**src/design/sbes_pkg.sv**
```systemverilog
`timescale 1ns / 1ps

package sbes_pkg;

    localparam int MAX_ENTRIES_DEF = 16;

    localparam int CFG_IDX_W = 2;
    localparam int CFG_DATA_W = 16;

    localparam logic [CFG_IDX_W-1:0] CFG_QUEUE_MODE   = 2'd0;
    localparam logic [CFG_IDX_W-1:0] CFG_ENTRY_COUNT  = 2'd1;
    localparam logic [CFG_IDX_W-1:0] CFG_VISIBLE_MASK = 2'd2;

    localparam int RANDOM_W = 16;
    localparam int ENTRY_W = 4;
    localparam int COUNT_REG_W = 5;
    localparam int MASK_REG_W = 16;

    typedef enum logic [2:0] {
        S_IDLE,
        S_SEQ,
        S_BAG,
        S_COUNT,
        S_MUL,
        S_FIND,
        S_DONE
    } sbes_state_t;

    typedef struct packed {
        logic               found;
        logic [ENTRY_W-1:0] entry;
    } sbes_result_t;

endpackage

```
**src/design/sbes_engine.sv**
```systemverilog
`timescale 1ns / 1ps

module sbes_engine #(
    parameter int MAX_ENTRIES = sbes_pkg::MAX_ENTRIES_DEF,
    parameter int IDX_W = $clog2(MAX_ENTRIES),
    parameter int CNT_W = $clog2(MAX_ENTRIES + 1)
) (
    input  logic                          clk,
    input  logic                          rst_n,
    input  logic                          start,
    input  logic [sbes_pkg::RANDOM_W-1:0] random_value,
    input  logic                          queue_mode,
    input  logic [CNT_W-1:0]              count,
    input  logic [MAX_ENTRIES-1:0]        use_mask,
    input  logic [MAX_ENTRIES-1:0]        vis_mask,
    output logic                          idle,
    output logic                          res_valid,
    input  logic                          res_take,
    output sbes_pkg::sbes_result_t        res
);

    import sbes_pkg::*;

    localparam int PROD_W = RANDOM_W + CNT_W;
    localparam int EX_W = IDX_W + ENTRY_W;

    sbes_state_t state_reg, state_next;

    logic [IDX_W-1:0]       cursor_reg, cursor_next;
    logic [MAX_ENTRIES-1:0] bag_reg, bag_next;
    logic [IDX_W-1:0]       prev_entry_reg, prev_entry_next;
    logic                   prev_valid_reg, prev_valid_next;

    logic [RANDOM_W-1:0]    rnd_reg, rnd_next;
    logic [IDX_W-1:0]       idx_reg, idx_next;
    logic [CNT_W-1:0]       steps_reg, steps_next;
    logic [CNT_W-1:0]       size_reg, size_next;
    logic [CNT_W-1:0]       target_reg, target_next;
    logic                   found_reg, found_next;
    logic [IDX_W-1:0]       chosen_reg, chosen_next;

    logic [CNT_W-1:0]       cur_inc;
    logic [IDX_W-1:0]       cursor_step;
    logic                   seq_hit;
    logic [CNT_W-1:0]       steps_inc;
    logic                   bag_bit;
    logic [CNT_W-1:0]       size_sum;
    logic                   scan_last;
    logic [MAX_ENTRIES-1:0] bag_masked;
    logic [PROD_W-1:0]      prod;
    logic                   hit;
    logic                   collide;
    logic [CNT_W-1:0]       target_inc;
    logic [EX_W-1:0]        chosen_ext;

    assign cur_inc     = CNT_W'(cursor_reg) + CNT_W'(1);
    assign cursor_step = (cur_inc >= count) ? '0 : cur_inc[IDX_W-1:0];
    assign seq_hit     = vis_mask[cursor_step];
    assign steps_inc   = steps_reg + CNT_W'(1);
    assign bag_bit     = bag_reg[idx_reg];
    assign size_sum    = size_reg + CNT_W'(bag_bit);
    assign scan_last   = (idx_reg == IDX_W'(MAX_ENTRIES - 1));
    assign bag_masked  = bag_reg & use_mask;
    assign prod        = PROD_W'(rnd_reg) * PROD_W'(size_reg);
    assign hit         = bag_bit && (steps_reg == target_reg);
    assign collide     = prev_valid_reg && (idx_reg == prev_entry_reg)
                         && (size_reg != CNT_W'(1));
    assign target_inc  = target_reg + CNT_W'(1);
    assign chosen_ext  = EX_W'(chosen_reg);

    always_comb
    begin
        state_next = state_reg;
        unique case (state_reg)
            S_IDLE:
            begin
                if (start)
                begin
                    if (count == '0)
                        state_next = S_DONE;
                    else if (queue_mode)
                        state_next = S_BAG;
                    else
                        state_next = S_SEQ;
                end
            end
            S_SEQ:
            begin
                if (seq_hit || (steps_inc == count))
                    state_next = S_DONE;
            end
            S_BAG:
                state_next = S_COUNT;
            S_COUNT:
            begin
                if (scan_last)
                    state_next = (size_sum == '0) ? S_DONE : S_MUL;
            end
            S_MUL:
                state_next = S_FIND;
            S_FIND:
            begin
                if (hit && !collide)
                    state_next = S_DONE;
            end
            S_DONE:
            begin
                if (res_take)
                    state_next = S_IDLE;
            end
            default:
                state_next = S_IDLE;
        endcase
    end

    always_comb
    begin
        cursor_next     = cursor_reg;
        bag_next        = bag_reg;
        prev_entry_next = prev_entry_reg;
        prev_valid_next = prev_valid_reg;
        rnd_next        = rnd_reg;
        idx_next        = idx_reg;
        steps_next      = steps_reg;
        size_next       = size_reg;
        target_next     = target_reg;
        found_next      = found_reg;
        chosen_next     = chosen_reg;
        unique case (state_reg)
            S_IDLE:
            begin
                if (start)
                begin
                    rnd_next    = random_value;
                    found_next  = 1'b0;
                    chosen_next = '0;
                    steps_next  = '0;
                    idx_next    = '0;
                    size_next   = '0;
                end
            end
            S_SEQ:
            begin
                cursor_next = cursor_step;
                steps_next  = steps_inc;
                if (seq_hit)
                begin
                    found_next  = 1'b1;
                    chosen_next = cursor_step;
                end
            end
            S_BAG:
            begin
                bag_next  = (bag_masked == '0) ? vis_mask : bag_masked;
                idx_next  = '0;
                size_next = '0;
            end
            S_COUNT:
            begin
                size_next = size_sum;
                idx_next  = scan_last ? '0 : idx_reg + IDX_W'(1);
            end
            S_MUL:
            begin
                target_next = prod[RANDOM_W +: CNT_W];
                idx_next    = '0;
                steps_next  = '0;
            end
            S_FIND:
            begin
                if (hit)
                begin
                    if (collide)
                    begin
                        target_next = (target_inc >= size_reg) ? '0 : target_inc;
                        idx_next    = '0;
                        steps_next  = '0;
                    end
                    else
                    begin
                        bag_next[idx_reg] = 1'b0;
                        prev_entry_next   = idx_reg;
                        prev_valid_next   = 1'b1;
                        found_next        = 1'b1;
                        chosen_next       = idx_reg;
                    end
                end
                else
                begin
                    if (bag_bit)
                        steps_next = steps_inc;
                    idx_next = idx_reg + IDX_W'(1);
                end
            end
            S_DONE:
            begin
            end
            default:
            begin
            end
        endcase
    end

    assign idle      = (state_reg == S_IDLE);
    assign res_valid = (state_reg == S_DONE);
    assign res.found = found_reg;
    assign res.entry = found_reg ? chosen_ext[ENTRY_W-1:0] : '0;

    always_ff @(posedge clk or negedge rst_n)
    begin
        if (!rst_n)
        begin
            state_reg      <= S_IDLE;
            cursor_reg     <= IDX_W'(MAX_ENTRIES - 1);
            bag_reg        <= '0;
            prev_entry_reg <= '0;
            prev_valid_reg <= 1'b0;
        end
        else
        begin
            state_reg      <= state_next;
            cursor_reg     <= cursor_next;
            bag_reg        <= bag_next;
            prev_entry_reg <= prev_entry_next;
            prev_valid_reg <= prev_valid_next;
        end
    end

    always_ff @(posedge clk)
    begin
        rnd_reg    <= rnd_next;
        idx_reg    <= idx_next;
        steps_reg  <= steps_next;
        size_reg   <= size_next;
        target_reg <= target_next;
        found_reg  <= found_next;
        chosen_reg <= chosen_next;
    end

endmodule

```
**src/design/shuffle_bag_entry_selector_core.sv**
```systemverilog
`timescale 1ns / 1ps

// Picks one entry per request out of up to MAX_ENTRIES, restricted to the visible
// entries in use. Sequential mode steps a round-robin cursor one entry per cycle
// through up to entry_count steps (capped at MAX_ENTRIES) to the next visible
// entry. Random mode refreshes the bag, counts its members with a
// one-bit-per-cycle scan over MAX_ENTRIES entries, forms the pick with one
// multiply of the 16-bit random value by the bag size, then scans the bag for
// the picked member, and scans once more if that member repeats the previous
// choice while the bag holds more than one member. The input is stalled while a
// request is in work; a finished result sits in an output register, so the next
// request can start while it waits to be taken.

module shuffle_bag_entry_selector_core #(
    parameter int MAX_ENTRIES = sbes_pkg::MAX_ENTRIES_DEF
) (
    input  logic                            clk,
    input  logic                            rst_n,
    input  logic                            cfg_valid,
    output logic                            cfg_ready,
    input  logic [sbes_pkg::CFG_IDX_W-1:0]  cfg_index,
    input  logic [sbes_pkg::CFG_DATA_W-1:0] cfg_data,
    input  logic                            in_valid,
    output logic                            in_stall,
    input  logic [sbes_pkg::RANDOM_W-1:0]   random_value,
    output logic                            out_valid,
    input  logic                            out_stall,
    output logic                            found,
    output logic [sbes_pkg::ENTRY_W-1:0]    entry
);

    import sbes_pkg::*;

    localparam int IDX_W = $clog2(MAX_ENTRIES);
    localparam int CNT_W = $clog2(MAX_ENTRIES + 1);
    localparam int CMP_W = (CNT_W > COUNT_REG_W) ? CNT_W : COUNT_REG_W;
    localparam int VX_W = MAX_ENTRIES + MASK_REG_W;

    logic                   mode_reg;
    logic [COUNT_REG_W-1:0] count_reg;
    logic [MASK_REG_W-1:0]  vis_reg;

    logic [CNT_W-1:0]       count;
    logic [MAX_ENTRIES-1:0] use_mask;
    logic [VX_W-1:0]        vis_ext;
    logic [MAX_ENTRIES-1:0] vis_mask;

    logic                   eng_idle;
    logic                   res_valid;
    logic                   res_take;
    sbes_result_t           res;

    logic                   out_valid_reg;
    sbes_result_t           out_reg;

    assign cfg_ready = 1'b1;

    always_ff @(posedge clk or negedge rst_n)
    begin
        if (!rst_n)
        begin
            mode_reg  <= 1'b0;
            count_reg <= '0;
            vis_reg   <= '0;
        end
        else if (cfg_valid && cfg_ready)
        begin
            unique case (cfg_index)
                CFG_QUEUE_MODE:   mode_reg  <= cfg_data[0];
                CFG_ENTRY_COUNT:  count_reg <= cfg_data[COUNT_REG_W-1:0];
                CFG_VISIBLE_MASK: vis_reg   <= cfg_data[MASK_REG_W-1:0];
                default:
                begin
                end
            endcase
        end
    end

    always_comb
    begin
        if (CMP_W'(count_reg) > CMP_W'(MAX_ENTRIES))
            count = CNT_W'(MAX_ENTRIES);
        else
            count = CNT_W'(count_reg);
        for (int i = 0; i < MAX_ENTRIES; i++)
            use_mask[i] = (CNT_W'(i) < count);
    end

    assign vis_ext  = VX_W'(vis_reg);
    assign vis_mask = vis_ext[MAX_ENTRIES-1:0] & use_mask;

    sbes_engine #(
        .MAX_ENTRIES (MAX_ENTRIES),
        .IDX_W       (IDX_W),
        .CNT_W       (CNT_W)
    ) u_engine (
        .clk          (clk),
        .rst_n        (rst_n),
        .start        (in_valid && !in_stall),
        .random_value (random_value),
        .queue_mode   (mode_reg),
        .count        (count),
        .use_mask     (use_mask),
        .vis_mask     (vis_mask),
        .idle         (eng_idle),
        .res_valid    (res_valid),
        .res_take     (res_take),
        .res          (res)
    );

    assign in_stall = !eng_idle;
    assign res_take = !out_valid_reg || !out_stall;

    // hold the result until the transfer completes
    always_ff @(posedge clk or negedge rst_n)
    begin
        if (!rst_n)
            out_valid_reg <= 1'b0;
        else if (res_valid && res_take)
            out_valid_reg <= 1'b1;
        else if (!out_stall)
            out_valid_reg <= 1'b0;
    end

    always_ff @(posedge clk)
    begin
        if (res_valid && res_take)
            out_reg <= res;
    end

    assign out_valid = out_valid_reg;
    assign found     = out_reg.found;
    assign entry     = out_reg.entry;

endmodule
```
**config.mk**
```make
export PLATFORM = sky130hd
export DESIGN_NAME = shuffle_bag_entry_selector_core
export DESIGN_NICKNAME = d
export VERILOG_FILES = /design/src/design/sbes_pkg.sv /design/src/design/sbes_engine.sv /design/src/design/shuffle_bag_entry_selector_core.sv
export SDC_FILE = /design/constraint.sdc
export NUM_CORES = 1
export LEC_CHECK = 0
export BUFFER_PORTS_ARGS = -buffer_cell sky130_fd_sc_hd__clkbuf_2
export CAP_MARGIN = 40
export CORE_MARGIN = 4
export CORE_UTILIZATION = 67
export CTS_CLUSTER_SIZE = 14
export DETAILED_ROUTE_END_ITERATION = 8
export PLACE_DENSITY = 0.95
export SLEW_MARGIN = 20
export SYNTH_ARGS = -nofsm -noshare
export SYNTH_HDL_FRONTEND = slang
export SYNTH_SLANG_ARGS = --single-unit
export TNS_END_PERCENT = 50
```
**constraint.sdc**
```tcl
create_clock -name clk -period 10 [get_ports clk]
set_clock_uncertainty 0.15 [all_clocks]
set_input_delay 1.5 -clock clk [delete_from_list [all_inputs] [get_ports clk]]
set_output_delay 1.5 -clock clk [all_outputs]
set_load 0.02 [all_outputs]
```
==> impl_metrics.ini, run 1 <==
[floorplan]
fp.dieArea_um2 = 13000
pin_count = 47
num_rows = 38
die_x_um = 114
die_h_um = 114
initial_core_util = 0.690
core_area_um2 = 10900

[synthesis]
synth-seq-area-share = 0.349
synthFlopType = dfrtp_1
async_flop_share = 0.531
synth.net_count = 901
avgSynthCellArea_um2 = 9.72
synth-edff-count = 45
synthCells = 776
ys_ff_latch = 96
mappedNetlistArea_um2 = 7540
yosys_warnings = 0
ys_types = 68

[sta]
fin_setup_tns_ns = 0
relSlewSlack = 0.433
finalSetupViolations = 0
grt_setup_unrepaired = no
post-route-period-util = 0.552
max_freq_ghz = 0.181
slew_viol_final = 0
worstMarginPinSlew_ns = 0.844
worst_slack_ns = 4.48
finalHoldViolCount = 0
period_minus_slack_ns = 5.52

[placement]
hpwl_um = 13800
dp_slack_ns = 4.59
io_buffers = 45
place.gp.congestion = 0.975

[setup_path]
crit_buf_inv = 2
cp_slowest_cell = edfxtp_1
critPathRequiredTime_ns = 9.94
path_common_cell = fa_1
crit_family = adder cells
cp_cell_sequence = and2_1, fa_1, fa_1, inv_1, fa_1, inv_1, ha_1, a21o_1, a21o_1, a211o_1, and3_1, a221o_1, o41a_1, a21oi_1, xor2_1, o21ai_0
cp.depth = 16
start_kind = register
path_class = register to register
critical_path.max_stage_delay_ns = 0.88
arrival_ns = 5.46
worstSetupEndpointType = register
worst-path-max-fanout = 23
r2r_cells = 16

[worst_hold_path]
hold_depth = 1
holdCritPathClass = register to register

[global_route]
overflow = 0
grt_max_degree = 52
grt_usage = 0.301
grt_antenna_before_repair = 0
grt_pass1_wl_um = 31300
grt_pass1_vias = 6502

[routing]
postRouteAntennaNets = 0
wl_per_cell_um = 19.9
vias = 6148
firstDrtPassIters = 5
routed_wl_um = 18800
drc = 0
via_per_inst = 6.50
drt_iter0_drc = 624

[flow_run]
max_cap_violations = 0

[finish]
nets = 926
fill_cells = 716
antenna_cells = 0
drive_gt1_frac = 0.138
area_growth_pct = 7.57

[cts]
cts_tree = yes
cts_resized = 0
clock_path_buffers = 2
h-tree-depth = 3
cts_root_buffer = clkbuf_16
insertion_delay_ns = 0.36
cts_buffers = 9
cts_sinks = 96
clkTransAtPathRegs_ns = 0.07
hold_buffers = 0
postCtsSetupBuffers = 0

[power]
ir_worst_vdd_mv = 0.191
power_density_nw_per_um2 = 333
p_leak_nw = 3.66

[run_status]
outcome = finished clean
-- synthesized netlist by cell type, types with 26 or more instances --
cell / instances / area [um2]
and2_1: 64 / 400
dfrtp_1: 47 / 1180
inv_1: 66 / 248
ha_1: 45 / 563
nor2_1: 46 / 173
edfxtp_1: 45 / 1350
nand2_1: 69 / 259
clkbuf_1: 26 / 97.6
a21oi_1: 40 / 200
fa_1: 41 / 821
o21ai_0: 37 / 185
mux2_2: 26 / 293
-- layout by cell type (no fill, tap or decap), drive strengths merged, types with 18 or more instances in the layout --
cell	instances
nand2	69
fa	41
nor2	46
xnor2	18
edfxtp	45
ha	45
mux2	26
clkbuf	54
o21ai	46
a21oi	41
nand3	19
inv	69
dfrtp	47
and2	64
-- worst reg2reg max path, delay by kind of cell (launching register included) --
kind            cells  cell delay (ns)
fa+ha+maj           4             1.81
compound gates      7             1.68
flops               1             0.88
simple gates        2             0.48
xor+xnor            1             0.15
buf+inv             2             0.10
-- per-stage QoR --
stage	std cells	power [mW]	util	hold slack (ns)	cell area, um2
after floorplan	776	1.89	-	0.285	7540
after detailed placement	928	2.31	0.714	0.302	7810
after global placement	927	2.16	0.713	0.302	7800
after CTS	944	2.66	0.740	0.320	8090
final	946	2.70	0.742	0.321	8110
after global routing	946	2.92	0.742	0.347	8110
-- power by group --
group	switching (mW)	internal, mW
clock network	0.159	0.171
logic	0.898	0.652
registers	0.241	0.581
-- metal layers --
layer	GRT usage	part of all wire
met4	0.132	0.029
met1	0.397	0.38
met3	0.0624	0.10
met5	0	0
met2	0.485	0.49
-- path summary, 6_finish.rpt --
path	start	to	slack, ns
max in group asynchronous	rst_n	u_engine.bag_reg[5]	8.13
setup reg to reg	u_engine.size_reg[2]	u_engine.target_reg[4]	4.48
setup / recovery	u_engine.size_reg[2]	u_engine.target_reg[4]	4.48
hold reg to reg	u_engine.prev_valid_reg	u_engine.prev_valid_reg	0.32
min in group asynchronous	rst_n	u_engine.bag_reg[8]	1.11
hold / removal	u_engine.prev_valid_reg	u_engine.prev_valid_reg	0.32
-- logic make-up after synthesis --
family,Yosys count,synth area share
AO/OA/AOI/OAI,160,0.138
other,1,0.000497
buffers and inverters,104,0.0551
adder cells (fa/ha/maj),86,0.184
multiplexers,36,0.0604
XOR/XNOR,31,0.0360
AND/OR/NAND/NOR,262,0.177
flip-flops,96,0.349
-- final cells by class --
cell class | count | area (um2) | area share
inverter | 68 | 255 | 0.0315
sequential | 96 | 2630 | 0.325
clock inverter | 7 | 55.1 | 0.00679
tap | 140 | 175 | 0.0216
clock buffer | 9 | 225 | 0.0278
timing repair buffer | 50 | 264 | 0.0325
multi-input combinational | 576 | 4500 | 0.555
(Power assumes the default switching activity.)
==> inputs of run 2 (changes only) <==
--- a/config.mk
+++ b/config.mk
@@ -8,10 +8,10 @@
 export BUFFER_PORTS_ARGS = -buffer_cell sky130_fd_sc_hd__clkbuf_2
 export CAP_MARGIN = 40
 export CORE_MARGIN = 4
-export CORE_UTILIZATION = 67
+export CORE_UTILIZATION = 62
 export CTS_CLUSTER_SIZE = 14
 export DETAILED_ROUTE_END_ITERATION = 8
-export PLACE_DENSITY = 0.95
+export PLACE_DENSITY = 0.92
 export SLEW_MARGIN = 20
 export SYNTH_ARGS = -nofsm -noshare
 export SYNTH_HDL_FRONTEND = slang
==> constraint.sdc (replaced) <==
create_clock -name clk -period 5.65 [get_ports clk]
set_clock_uncertainty 0.15 [all_clocks]
set_input_delay 0.8475 -clock clk [delete_from_list [all_inputs] [get_ports clk]]
set_output_delay 0.8475 -clock clk [all_outputs]
set_load 0.02 [all_outputs]
==> impl_metrics.ini, run 2 (synthesis results as in run 1) <==
[setup_path]
worstSetupEndpointType = register
worst-path-max-fanout = 21
start_kind = register
arrival_ns = 5.25
critPathRequiredTime_ns = 5.60
path_class = register to register

[floorplan]
die_h_um = 118
core_area_um2 = 12000
num_rows = 40
pin_count = 47
fp.dieArea_um2 = 14000
initial_core_util = 0.630
die_x_um = 118

[placement]
hpwl_um = 12900
place.gp.congestion = 0.976
io_buffers = 45

[power]
power_mw = 4.77
ir_worst_vdd_mv = 0.237
power_density_nw_per_um2 = 584
p_leak_nw = 3.70

[routing]
routed_wl_um = 17700
wl_per_cell_um = 18.5
postRouteAntennaNets = 0
firstDrtPassIters = 5
drc = 0
drt_iter0_drc = 717
vias = 6033
via_per_inst = 6.32

[sta]
post-route-period-util = 0.937
grt_setup_unrepaired = no
relSlewSlack = 0.438
slew_viol_final = 0
worstMarginPinSlew_ns = 0.838
finalHoldViolCount = 0
fin_setup_tns_ns = 0
max_freq_ghz = 0.189
period_minus_slack_ns = 5.30
finalSetupViolations = 0

[global_route]
grt_pass1_vias = 6186
grt_usage = 0.264
grt_antenna_before_repair = 0
overflow = 0
grt_max_degree = 52
grt_pass1_wl_um = 30000

[finish]
fill_cells = 887
area_growth_pct = 8.21
nets = 927
antenna_cells = 0
drive_gt1_frac = 0.139
final_cell_mix = nand2_1 (69), inv_1 (66), and2_1 (64)
final_common_cell = nand2_1

[cts]
cts_root_buffer = clkbuf_16
clock_path_buffers = 2
hold_buffers = 0
cts_buffers = 9
cts_tree = yes
cts_resized = 0
insertion_delay_ns = 0.35
clkTransAtPathRegs_ns = 0.07
postCtsSetupBuffers = 0
h-tree-depth = 3
cts_sinks = 96

[worst_hold_path]
holdCritPathClass = register to register

[flow_run]
max_cap_violations = 0

[run_status]
outcome = finished clean
==> run 2: critical path, stage by stage, from the launching register on <==
cell and delay [ns]:
edfxtp_1 0.67, and2_1 0.28, fa_1 0.50, fa_1 0.54, inv_1 0.06, fa_1 0.52, inv_1 0.04, ha_1 0.30
a21o_1 0.18, a21o_1 0.16, a211o_1 0.30, and3_1 0.19, a221o_1 0.34, o41a_1 0.38, a21oi_1 0.20, xor2_1 0.15
o21ai_0 0.08
==> run 2: metal layers <==
layer | global-route usage | share of wire
met5 | 0 | 0
met1 | 0.358 | 0.41
met3 | 0.0526 | 0.095
met4 | 0.0908 | 0.029
met2 | 0.425 | 0.46
==> run 2: layout make-up <==
cell class | count | area (um2) | share of cell area
timing repair buffer | 51 | 268 | 0.0328
clock inverter | 6 | 72.6 | 0.00889
multi-input combinational | 576 | 4500 | 0.551
tap | 147 | 184 | 0.0225
inverter | 68 | 255 | 0.0313
sequential | 96 | 2630 | 0.323
clock buffer | 10 | 250 | 0.0307
==> run 2: worst paths after layout <==
check	to	start	slack, ns	depth (start not counted)
max	u_engine.target_reg[4]	u_engine.size_reg[4]	0.35	16
min	u_engine.prev_valid_reg	u_engine.prev_valid_reg	0.33	1
max reg2reg	u_engine.target_reg[4]	u_engine.size_reg[4]	0.35	16
min reg2reg	u_engine.prev_valid_reg	u_engine.prev_valid_reg	0.33	1
max in group asynchronous	u_engine.prev_entry_reg[2]	rst_n	4.43	2
min in group asynchronous	u_engine.bag_reg[10]	rst_n	0.46	2
==> run 2: per-stage QoR <==
step | util | cells | hold slack, ns | cell area, um2 | setup WS [ns]
final | 0.682 | 954 | 0.330 | 8160 | 0.354
after global placement | 0.655 | 937 | 0.301 | 7830 | 0.512
after CTS | 0.682 | 954 | 0.333 | 8160 | 0.337
after global routing | 0.682 | 954 | 0.362 | 8160 | 0.0919
after detailed placement | 0.655 | 938 | 0.317 | 7840 | 0.424
after floorplan | - | 776 | 0.285 | 7540 | 0.602
==> run 2: report_power, final <==
part	switching (mW)	internal [mW]	total, mW
combinational	1.54	1.15	2.69
sequential	0.393	1.03	1.42
clock	0.282	0.377	0.659
